===== config.mk =====
export PLATFORM = sky130hd
export DESIGN_NAME = hall_encoder_rpm_meter_top
export DESIGN_NICKNAME = d
export VERILOG_FILES = /design/src/design/hem_pkg.sv /design/src/design/hall_encoder_rpm_meter_top.sv /design/src/design/hem_cfg_regs.sv /design/src/design/hem_divider.sv
export SDC_FILE = /design/constraint.sdc
export NUM_CORES = 2
export LEC_CHECK = 0
export BUFFER_PORTS_ARGS = -buffer_cell sky130_fd_sc_hd__clkbuf_2
export CAP_MARGIN = 20
export CORE_UTILIZATION = 58
export DETAILED_ROUTE_END_ITERATION = 16
export PLACE_DENSITY = 0.86
export SLEW_MARGIN = 20
export SYNTH_ARGS = -nofsm -noshare
export SYNTH_HDL_FRONTEND = slang
export SYNTH_HIERARCHICAL = 1
export SYNTH_SLANG_ARGS = --single-unit

===== constraint.sdc =====
create_clock -name clk -period 6.98 [get_ports clk]
set_input_delay 1.396 -clock clk [delete_from_list [all_inputs] [get_ports clk]]
set_output_delay 1.396 -clock clk [all_outputs]
set_load 0.01 [all_outputs]

===== src/design/hem_pkg.sv =====
`timescale 1ns / 1ps
// ----------------------------------------------------------------------------
// Hall encoder RPM meter package
// Shared types, codes and widths of the hall encoder speed meter.
// ----------------------------------------------------------------------------
package hem_pkg;

	localparam int TIME_W     = 32;
	localparam int CFG_W      = 24;
	localparam int COUNT_W    = 16;
	localparam int SPEED_W    = 24;
	localparam int DIVIDEND_W = COUNT_W + CFG_W;
	localparam int DIVISOR_W  = CFG_W;
	localparam int DIV_CNT_W  = $clog2(DIVIDEND_W + 1);
	localparam int CFG_IDX_W  = 2;

	// Event kinds.
	localparam logic [1:0] KIND_H1_RISE = 2'd0;
	localparam logic [1:0] KIND_H2_FALL = 2'd1;
	localparam logic [1:0] KIND_QUERY   = 2'd2;

	// Configuration register indexes.
	localparam logic [CFG_IDX_W-1:0] REG_MOTOR_REVERSED = 2'd0;
	localparam logic [CFG_IDX_W-1:0] REG_MIN_WINDOW     = 2'd1;
	localparam logic [CFG_IDX_W-1:0] REG_MAX_WINDOW     = 2'd2;
	localparam logic [CFG_IDX_W-1:0] REG_SPEED_SCALE    = 2'd3;

	// Reset values of the configuration registers.
	localparam logic [CFG_W-1:0] MIN_WINDOW_RST  = 24'd50000;
	localparam logic [CFG_W-1:0] MAX_WINDOW_RST  = 24'd1000000;
	localparam logic [CFG_W-1:0] SPEED_SCALE_RST = 24'd1777778;

	// Saturation limits of the signed speed.
	localparam logic [DIVIDEND_W-1:0] SPEED_POS_MAX = 40'd8388607;
	localparam logic [DIVIDEND_W-1:0] SPEED_NEG_MAG = 40'd8388608;

	typedef struct packed {
		logic             motor_reversed;
		logic [CFG_W-1:0] min_window_us;
		logic [CFG_W-1:0] max_window_us;
		logic [CFG_W-1:0] speed_scale;
	} cfg_t;

	typedef enum logic [4:0] {
		ST_IDLE  = 5'b00001,
		ST_EVAL  = 5'b00010,
		ST_START = 5'b00100,
		ST_DIV   = 5'b01000,
		ST_DONE  = 5'b10000
	} state_t;

endpackage


===== src/design/hall_encoder_rpm_meter_top.sv =====
`timescale 1ns / 1ps
// ----------------------------------------------------------------------------
// Hall encoder RPM meter
// Speed and direction meter for one wheel with a two-channel hall encoder.
// ----------------------------------------------------------------------------
// Usage: one instance per wheel. Each input transfer (in_valid high, in_stall
// low) carries one event: an H1 rising edge, an H2 falling edge with the H1
// level, or a speed query, each stamped with a free-running microsecond time.
// Every event yields exactly one output transfer (out_valid high, out_stall
// low) with the speed in Q4 rpm and the current direction.
// The config port (cfg_valid/cfg_ready, cfg_index, cfg_data) is always ready
// and should only be written while no event is in flight.
// Sequence: an event that closes a speed window with a computed speed passes
// through ST_EVAL, ST_START, ST_DIV and ST_DONE; the 40-bit restoring divider,
// one quotient bit per cycle, runs in ST_DIV. Every other event goes from
// ST_EVAL straight to ST_DONE. One event is processed at a time and in_stall
// stays high while busy, so the next event is taken only back in ST_IDLE.
// The result sits in an output register, so the next event can be taken
// while the previous result still waits; if the receiver stalls a second
// finished result, the block holds it and keeps in_stall high until the
// first one is taken.
// Reset: asynchronous, active low. Speed zero, direction forward, window
// start zero, count zero, and the config registers take their defaults.
// ----------------------------------------------------------------------------
module hall_encoder_rpm_meter_top (
	input  logic                           clk,
	input  logic                           arst_n,
	// Event channel
	input  logic                           in_valid,
	output logic                           in_stall,
	input  logic [1:0]                     kind,
	input  logic [hem_pkg::TIME_W-1:0]     now_us,
	input  logic                           h1_level,
	// Result channel
	output logic                           out_valid,
	input  logic                           out_stall,
	output logic signed [hem_pkg::SPEED_W-1:0] speed_q4,
	output logic                           forward,
	// Configuration write channel
	input  logic                           cfg_valid,
	output logic                           cfg_ready,
	input  logic [hem_pkg::CFG_IDX_W-1:0]  cfg_index,
	input  logic [hem_pkg::CFG_W-1:0]      cfg_data
);
	import hem_pkg::*;

	cfg_t   cfg;
	state_t state_q;

	// Captured event.
	logic [1:0]        kind_q;
	logic [TIME_W-1:0] now_q;
	logic              h1_q;

	// Meter state.
	logic [COUNT_W-1:0] count_q;
	logic [TIME_W-1:0]  wstart_q;
	logic               fwd_q;
	logic [SPEED_W-1:0] speed_q;

	// Operands of the speed computation.
	logic [COUNT_W-1:0]   cnt_op_q;
	logic [DIVISOR_W-1:0] len_q;
	logic                 neg_q;

	// Output register.
	logic               out_valid_q;
	logic [SPEED_W-1:0] speed_out_q;
	logic               fwd_out_q;

	logic [TIME_W-1:0]     len;
	logic                  len_zero;
	logic                  below_min;
	logic                  above_max;
	logic [COUNT_W-1:0]    cnt_inc;
	logic [DIVIDEND_W-1:0] product;
	logic                  div_start;
	logic                  div_done;
	logic [DIVIDEND_W-1:0] quotient;
	logic [SPEED_W-1:0]    speed_new;
	logic                  in_xfer;
	logic                  out_free;

	hem_cfg_regs u_cfg (
		.clk       (clk),
		.arst_n    (arst_n),
		.cfg_valid (cfg_valid),
		.cfg_ready (cfg_ready),
		.cfg_index (cfg_index),
		.cfg_data  (cfg_data),
		.cfg       (cfg)
	);

	// Window length wraps with the timestamp.
	assign len       = now_q - wstart_q;
	assign len_zero  = (len == '0);
	assign below_min = len < TIME_W'(cfg.min_window_us);
	assign above_max = len > TIME_W'(cfg.max_window_us);
	assign cnt_inc   = (count_q == '1) ? count_q : count_q + 1'b1;

	// 16 x 24 product feeds the divider's load register directly.
	assign product   = DIVIDEND_W'(cnt_op_q) * DIVIDEND_W'(cfg.speed_scale);
	assign div_start = (state_q == ST_START);

	hem_divider u_div (
		.clk      (clk),
		.arst_n   (arst_n),
		.start    (div_start),
		.dividend (product),
		.divisor  (len_q),
		.done     (div_done),
		.quotient (quotient)
	);

	// Clamp the magnitude and apply the sign.
	always_comb begin
		if (neg_q) begin
			if (quotient > SPEED_NEG_MAG) begin
				speed_new = SPEED_NEG_MAG[SPEED_W-1:0];
			end else begin
				speed_new = SPEED_W'(0) - quotient[SPEED_W-1:0];
			end
		end else begin
			if (quotient > SPEED_POS_MAX) begin
				speed_new = SPEED_POS_MAX[SPEED_W-1:0];
			end else begin
				speed_new = quotient[SPEED_W-1:0];
			end
		end
	end

	assign in_stall = (state_q != ST_IDLE);
	assign in_xfer  = in_valid && !in_stall;
	assign out_free = !out_valid_q || !out_stall;

	always_ff @(posedge clk) begin
		if (in_xfer) begin
			kind_q <= kind;
			now_q  <= now_us;
			h1_q   <= h1_level;
		end
	end

	// Sequencer and meter state.
	always_ff @(posedge clk or negedge arst_n) begin
		if (!arst_n) begin
			state_q  <= ST_IDLE;
			count_q  <= '0;
			wstart_q <= '0;
			fwd_q    <= 1'b1;
			speed_q  <= '0;
			cnt_op_q <= '0;
			len_q    <= '0;
			neg_q    <= 1'b0;
		end else begin
			unique case (state_q)
				ST_IDLE: begin
					if (in_xfer) begin
						state_q <= ST_EVAL;
					end
				end
				ST_EVAL: begin
					state_q  <= ST_DONE;
					len_q    <= len[DIVISOR_W-1:0];
					neg_q    <= !fwd_q ^ cfg.motor_reversed;
					unique case (kind_q)
						KIND_H1_RISE: begin
							if (len_zero || below_min) begin
								count_q <= cnt_inc;
							end else if (above_max) begin
								speed_q  <= '0;
								wstart_q <= now_q;
								count_q  <= '0;
							end else begin
								cnt_op_q <= cnt_inc;
								state_q  <= ST_START;
							end
						end
						KIND_H2_FALL: begin
							if (h1_q != fwd_q) begin
								// A direction change closes the window at once.
								if (len_zero) begin
									count_q <= '0;
									fwd_q   <= h1_q;
								end else if (above_max) begin
									speed_q  <= '0;
									wstart_q <= now_q;
									count_q  <= '0;
									fwd_q    <= h1_q;
								end else begin
									cnt_op_q <= count_q;
									state_q  <= ST_START;
								end
							end
						end
						KIND_QUERY: begin
							if (above_max) begin
								speed_q <= '0;
							end
						end
						default: ;
					endcase
				end
				ST_START: begin
					state_q <= ST_DIV;
				end
				ST_DIV: begin
					if (div_done) begin
						speed_q  <= speed_new;
						wstart_q <= now_q;
						count_q  <= '0;
						if (kind_q == KIND_H2_FALL) begin
							fwd_q <= h1_q;
						end
						state_q <= ST_DONE;
					end
				end
				ST_DONE: begin
					if (out_free) begin
						state_q <= ST_IDLE;
					end
				end
				default: state_q <= ST_IDLE;
			endcase
		end
	end

	// Output register: loaded when a result is done and the slot is free.
	always_ff @(posedge clk or negedge arst_n) begin
		if (!arst_n) begin
			out_valid_q <= 1'b0;
		end else if (state_q == ST_DONE && out_free) begin
			out_valid_q <= 1'b1;
		end else if (out_valid_q && !out_stall) begin
			out_valid_q <= 1'b0;
		end
	end

	always_ff @(posedge clk) begin
		if (state_q == ST_DONE && out_free) begin
			speed_out_q <= speed_q;
			fwd_out_q   <= fwd_q;
		end
	end

	assign out_valid = out_valid_q;
	assign speed_q4  = speed_out_q;
	assign forward   = fwd_out_q;

endmodule


===== src/design/hem_cfg_regs.sv =====
`timescale 1ns / 1ps
// ----------------------------------------------------------------------------
// Hall encoder RPM meter configuration registers
// Holds the four configuration registers written through the config port.
// ----------------------------------------------------------------------------
module hem_cfg_regs (
	input  logic                           clk,
	input  logic                           arst_n,
	input  logic                           cfg_valid,
	output logic                           cfg_ready,
	input  logic [hem_pkg::CFG_IDX_W-1:0]  cfg_index,
	input  logic [hem_pkg::CFG_W-1:0]      cfg_data,
	output hem_pkg::cfg_t                  cfg
);
	import hem_pkg::*;

	cfg_t cfg_q;

	// Writes are always taken.
	assign cfg_ready = 1'b1;
	assign cfg       = cfg_q;

	always_ff @(posedge clk or negedge arst_n) begin
		if (!arst_n) begin
			cfg_q.motor_reversed <= 1'b0;
			cfg_q.min_window_us  <= MIN_WINDOW_RST;
			cfg_q.max_window_us  <= MAX_WINDOW_RST;
			cfg_q.speed_scale    <= SPEED_SCALE_RST;
		end else if (cfg_valid && cfg_ready) begin
			unique case (cfg_index)
				REG_MOTOR_REVERSED: cfg_q.motor_reversed <= cfg_data[0];
				REG_MIN_WINDOW:     cfg_q.min_window_us  <= cfg_data;
				REG_MAX_WINDOW:     cfg_q.max_window_us  <= cfg_data;
				REG_SPEED_SCALE:    cfg_q.speed_scale    <= cfg_data;
				default: ;
			endcase
		end
	end

endmodule


===== src/design/hem_divider.sv =====
`timescale 1ns / 1ps
// ----------------------------------------------------------------------------
// Hall encoder RPM meter divider
// Restoring divider that produces one quotient bit per clock cycle.
// ----------------------------------------------------------------------------
module hem_divider (
	input  logic                            clk,
	input  logic                            arst_n,
	input  logic                            start,
	input  logic [hem_pkg::DIVIDEND_W-1:0]  dividend,
	input  logic [hem_pkg::DIVISOR_W-1:0]   divisor,
	output logic                            done,
	output logic [hem_pkg::DIVIDEND_W-1:0]  quotient
);
	import hem_pkg::*;

	logic [DIVIDEND_W-1:0] quo_q;
	logic [DIVISOR_W-1:0]  rem_q;
	logic [DIVISOR_W-1:0]  div_q;
	logic [DIV_CNT_W-1:0]  cnt_q;
	logic                  busy_q;
	logic                  done_q;

	logic [DIVISOR_W:0]    trial;
	logic [DIVISOR_W:0]    diff;
	logic                  ge;

	// Bring down the next dividend bit and try one subtraction.
	assign trial = {rem_q, quo_q[DIVIDEND_W-1]};
	assign diff  = trial - {1'b0, div_q};
	assign ge    = trial >= {1'b0, div_q};

	assign done     = done_q;
	assign quotient = quo_q;

	always_ff @(posedge clk or negedge arst_n) begin
		if (!arst_n) begin
			busy_q <= 1'b0;
			done_q <= 1'b0;
			cnt_q  <= '0;
		end else begin
			done_q <= 1'b0;
			if (start) begin
				busy_q <= 1'b1;
				cnt_q  <= DIV_CNT_W'(DIVIDEND_W);
			end else if (busy_q) begin
				cnt_q <= cnt_q - 1'b1;
				if (cnt_q == DIV_CNT_W'(1)) begin
					busy_q <= 1'b0;
					done_q <= 1'b1;
				end
			end
		end
	end

	always_ff @(posedge clk) begin
		if (start) begin
			quo_q <= dividend;
			rem_q <= '0;
			div_q <= divisor;
		end else if (busy_q) begin
			quo_q <= {quo_q[DIVIDEND_W-2:0], ge};
			rem_q <= ge ? diff[DIVISOR_W-1:0] : trial[DIVISOR_W-1:0];
		end
	end

endmodule


==> reports/metrics.yaml <==
yosysUniqueCellTypes: 97
crit_start: "u_cfg/cfg[17]$_DFFE_PN1P_"
io_buffers: 92
drive_gt1_share_pct: 15.88
final_common_cell: "inv_1"
min_period_over_period_pct: 99.22
period_minus_slack_ns: 6.926
critPathBufInv: 5
grt_max_degree: 167
startpoint_type: "flop"
die_w_um: 235.5
worst_slack_ns: 0.05439
die_h_um: 235.5
leakagePower_uw: 0.01646
overflow: 0
synth_top_cell_by_area: "fa_1"
clkTransAtPathRegs_ns: 0.06
report.final.slew_viol_count: 0
hold_viol: 0
cpMostUsedCell: "fa_1"
max_stage_delay_ns: 0.65
n_fill_cell: 3992
place_ws_ns: -0.01025
yosys_warnings: 6
holdCritStartpoint: "speed_q[21]$_DFFE_PN0P_"
dieArea_um2: 55470
worst_slew_pin_slew_ns: 1.130
synth_compound_area_share_pct: 10.44
synthMuxAreaShare_pct: 6.598
track_usage_pct: 29.84
min_path_type: "flop to flop"
synthDominantCellAreaShare_pct: 19.49
worstPathRequired_ns: 7.29
grt_first_pass_wirelength_mm: 131.7
totalWireLength_mm: 82.12
drv_cap: 0
final_cell_mix: "inv_1 (507), nand2_1 (394), fa_1 (306), ha_1 (215), nor2_1 (173)"
numCtsBuffers: 41
yosys_register_bits: 349
cp_max_fo: 8
vias: 24970
critical-path-top-delay-family: "adder cells"
first_iter_violations: 2254
first_pass_iters: 6
hpwl_mm: 60.81
postLayoutCellArea_um2: 34980
cts_num_sinks: 349
fmax_mhz: 144.4
crit_arrival_ns: 7.24
synth.avg_cell_area_um2: 9.643
htreeDepth: 2
drc_errors: 0
cts_tree: "done"
peakVddDrop_mv: 0.2827
synth_top_family_by_area: "adder cells"
timing.rr.start: "u_cfg/cfg[17]$_DFFE_PN1P_"
relSlewSlack_pct: 24.70
ys_seq_area_share_pct: 29.29
synth_area_um2: 31630
syn-num-nets: 3872
synthFlopType: "dfrtp_1"
critPathCaptureType: "flop"
io_pins: 94
yosys.area_share.adder_pct: 28.12
synth-edff-count: 124
setup_violations: 0
synth_area_leaders: "fa_1 (19%), dfrtp_1 (14%), edfxtp_1 (12%)"
ant_nets: 0
async_reset_ff_share_pct: 57.59
p_total_uw: 9288
antenna_found_initial: 6
grt_pass1_vias: 25040
criticalPathCategory: "flop to flop"
core_area_um2: 53810
crit_slowest_cell: "dfstp_2"
start_util_pct: 58.77
gp_congestion: 1.013
synthXorXnorAreaFrac_pct: 2.215
whs_ns: 0.4459
nNetsFinal: 3992
synthCells: 3280
viasPerCell: 6.045
clock-skew-final_ns: 0.03872
placed_area_um2: 33160
area_growth_pct: 10.61
row_count: 85
clock_latency_ns: 0.59
clockBufferDepth: 3
status: "finished, final reports clean"
synthSimpleGateAreaFrac_pct: 15.51
wire_per_inst_um: 19.88
path_cells: "buf_4, nand2_1, fa_1, fa_1, fa_1, inv_1, fa_1, fa_1, inv_1, fa_1, inv_1, ha_1, buf_4, nand3_1, nor2_1, and2_1, nand2_1, o221ai_2, o211ai_1, a31oi_1, a21o_1, a21oi_2, xnor2_1, mux2_2"
clock-root-buffer: "clkbuf_16"
p_per_area_nw_per_um2: 265.5
-- sequential cells by signal, indices dropped and copies added, names as in the netlist, 16 cells and up --
signal and flops:
u_div/quotient 40, now_q 32, u_div/rem_q 24, cnt_op_q 16, len_q 24, count_q 16
u_div/div_q 24, speed_q 24, wstart_q 32, u_cfg/cfg 73, speed_q4 24
-- cell families (layout without fill, tap and decap cells) --
| kind of cell | count (synthesis) | after routing |
|---|---|---|
| compound gates | 497 | 497 |
| other cells | 1 | 3 |
| mux | 188 | 188 |
| xor+xnor | 80 | 80 |
| flops | 349 | 349 |
| fa+ha+maj | 526 | 526 |
| simple gates | 1004 | 1004 |
| buf+inv | 635 | 788 |
-- cell usage after synthesis, types with 8 or more instances --
| cell | n |
|---|---|
| a211oi_1 | 26 |
| a21o_1 | 49 |
| a21oi_1 | 124 |
| a311oi_1 | 11 |
| a31oi_1 | 34 |
| and2_1 | 167 |
| and3_1 | 29 |
| buf_2 | 11 |
| clkbuf_1 | 99 |
| dfrtp_1 | 177 |
| dfstp_2 | 24 |
| dfxtp_1 | 24 |
| edfxtp_1 | 124 |
| fa_1 | 308 |
| ha_1 | 218 |
| inv_1 | 508 |
| mux2_2 | 160 |
| mux2i_1 | 27 |
| nand2_1 | 395 |
| nand2b_1 | 12 |
| nand3_1 | 42 |
| nand4_1 | 25 |
| nor2_1 | 174 |
| nor2b_1 | 22 |
| nor3_1 | 42 |
| nor4_1 | 20 |
| o211ai_1 | 23 |
| o21a_1 | 19 |
| o21ai_0 | 87 |
| o21ai_1 | 12 |
| o21bai_1 | 12 |
| o221ai_1 | 10 |
| or2_2 | 8 |
| or3_1 | 11 |
| or4_1 | 9 |
| xnor2_1 | 55 |
| xor2_1 | 25 |
-- where the power goes --
part | total, uW | internal [uW] | switching (uW)
Sequential | 2830 | 2540 | 292
Clock | 2320 | 1390 | 934
Combinational | 4140 | 1560 | 2580
-- worst paths after layout --
kind / endpoint / slack [ns] / cells past startpoint
max: u_div/quotient[38]$_DFFE_PP_ / 0.05 / 24
min: speed_q4[21]$_DFFE_PP_ / 0.45 / 0
max reg2reg: u_div/quotient[38]$_DFFE_PP_ / 0.05 / 24
min reg2reg: speed_q4[21]$_DFFE_PP_ / 0.45 / 0
max in group asynchronous: u_cfg/cfg[10]$_DFFE_PN0P_ / 4.86 / 2
min in group asynchronous: state_q[1]$_DFFE_PN0P_ / 0.71 / 1
-- metrics by stage --
step | instances | setup TNS, ns | utilization, %
floorplan | 3280 | 0 | -
global placement | 4029 | 0 | 61.60
detailed placement | 4029 | -0.01677 | 61.63
CTS | 4105 | 0 | 64.32
global route | 4131 | -0.1961 | 65.01
finish | 4131 | 0 | 65.01
-- layer usage --
metal | GRT usage (%) | wire [um]
met3 | 5.171 | 7630
met2 | 47.50 | 38130
met4 | 14.24 | 3973
met5 | 0 | 34
met1 | 39.81 | 32350
-- repair_timing --
action                                  in CTS  in global routing
gates resized for setup                      1                 66
endpoints found under the setup margin       3                 13
pin swaps                                    0                 13
hold buffers                                 0                  0
endpoints found under the hold margin        0                  0
setup buffers                                0                 24
-- final cells by class --
| cell class | instances | area [um^2] | area share (%) |
|---|---|---|---|
| clock buffers | 50 | 1131 | 3.233 |
| repair buffers | 204 | 1380 | 3.945 |
| multi-input cells | 2296 | 20070 | 57.36 |
| well taps | 696 | 870.8 | 2.489 |
| diodes | 2 | 5.005 | 0.01431 |
| clock inverters | 26 | 319.1 | 0.9120 |
| flip-flops and latches | 349 | 9304 | 26.60 |
| inverters | 508 | 1907 | 5.451 |
-- worst reg2reg max path, stage by stage, from the launching register on --
cell      delay [ns]
dfstp_2         0.65
buf_4           0.23
nand2_1         0.12
fa_1            0.59
fa_1            0.45
fa_1            0.51
inv_1           0.08
fa_1            0.51
fa_1            0.55
inv_1           0.06
fa_1            0.52
inv_1           0.04
ha_1            0.30
buf_4           0.15
nand3_1         0.13
nor2_1          0.18
and2_1          0.18
nand2_1         0.10
o221ai_2        0.21
o211ai_1        0.21
a31oi_1         0.29
a21o_1          0.17
a21oi_2         0.06
xnor2_1         0.12
mux2_2          0.26
Note: power is estimated with default switching activity, not from simulation.
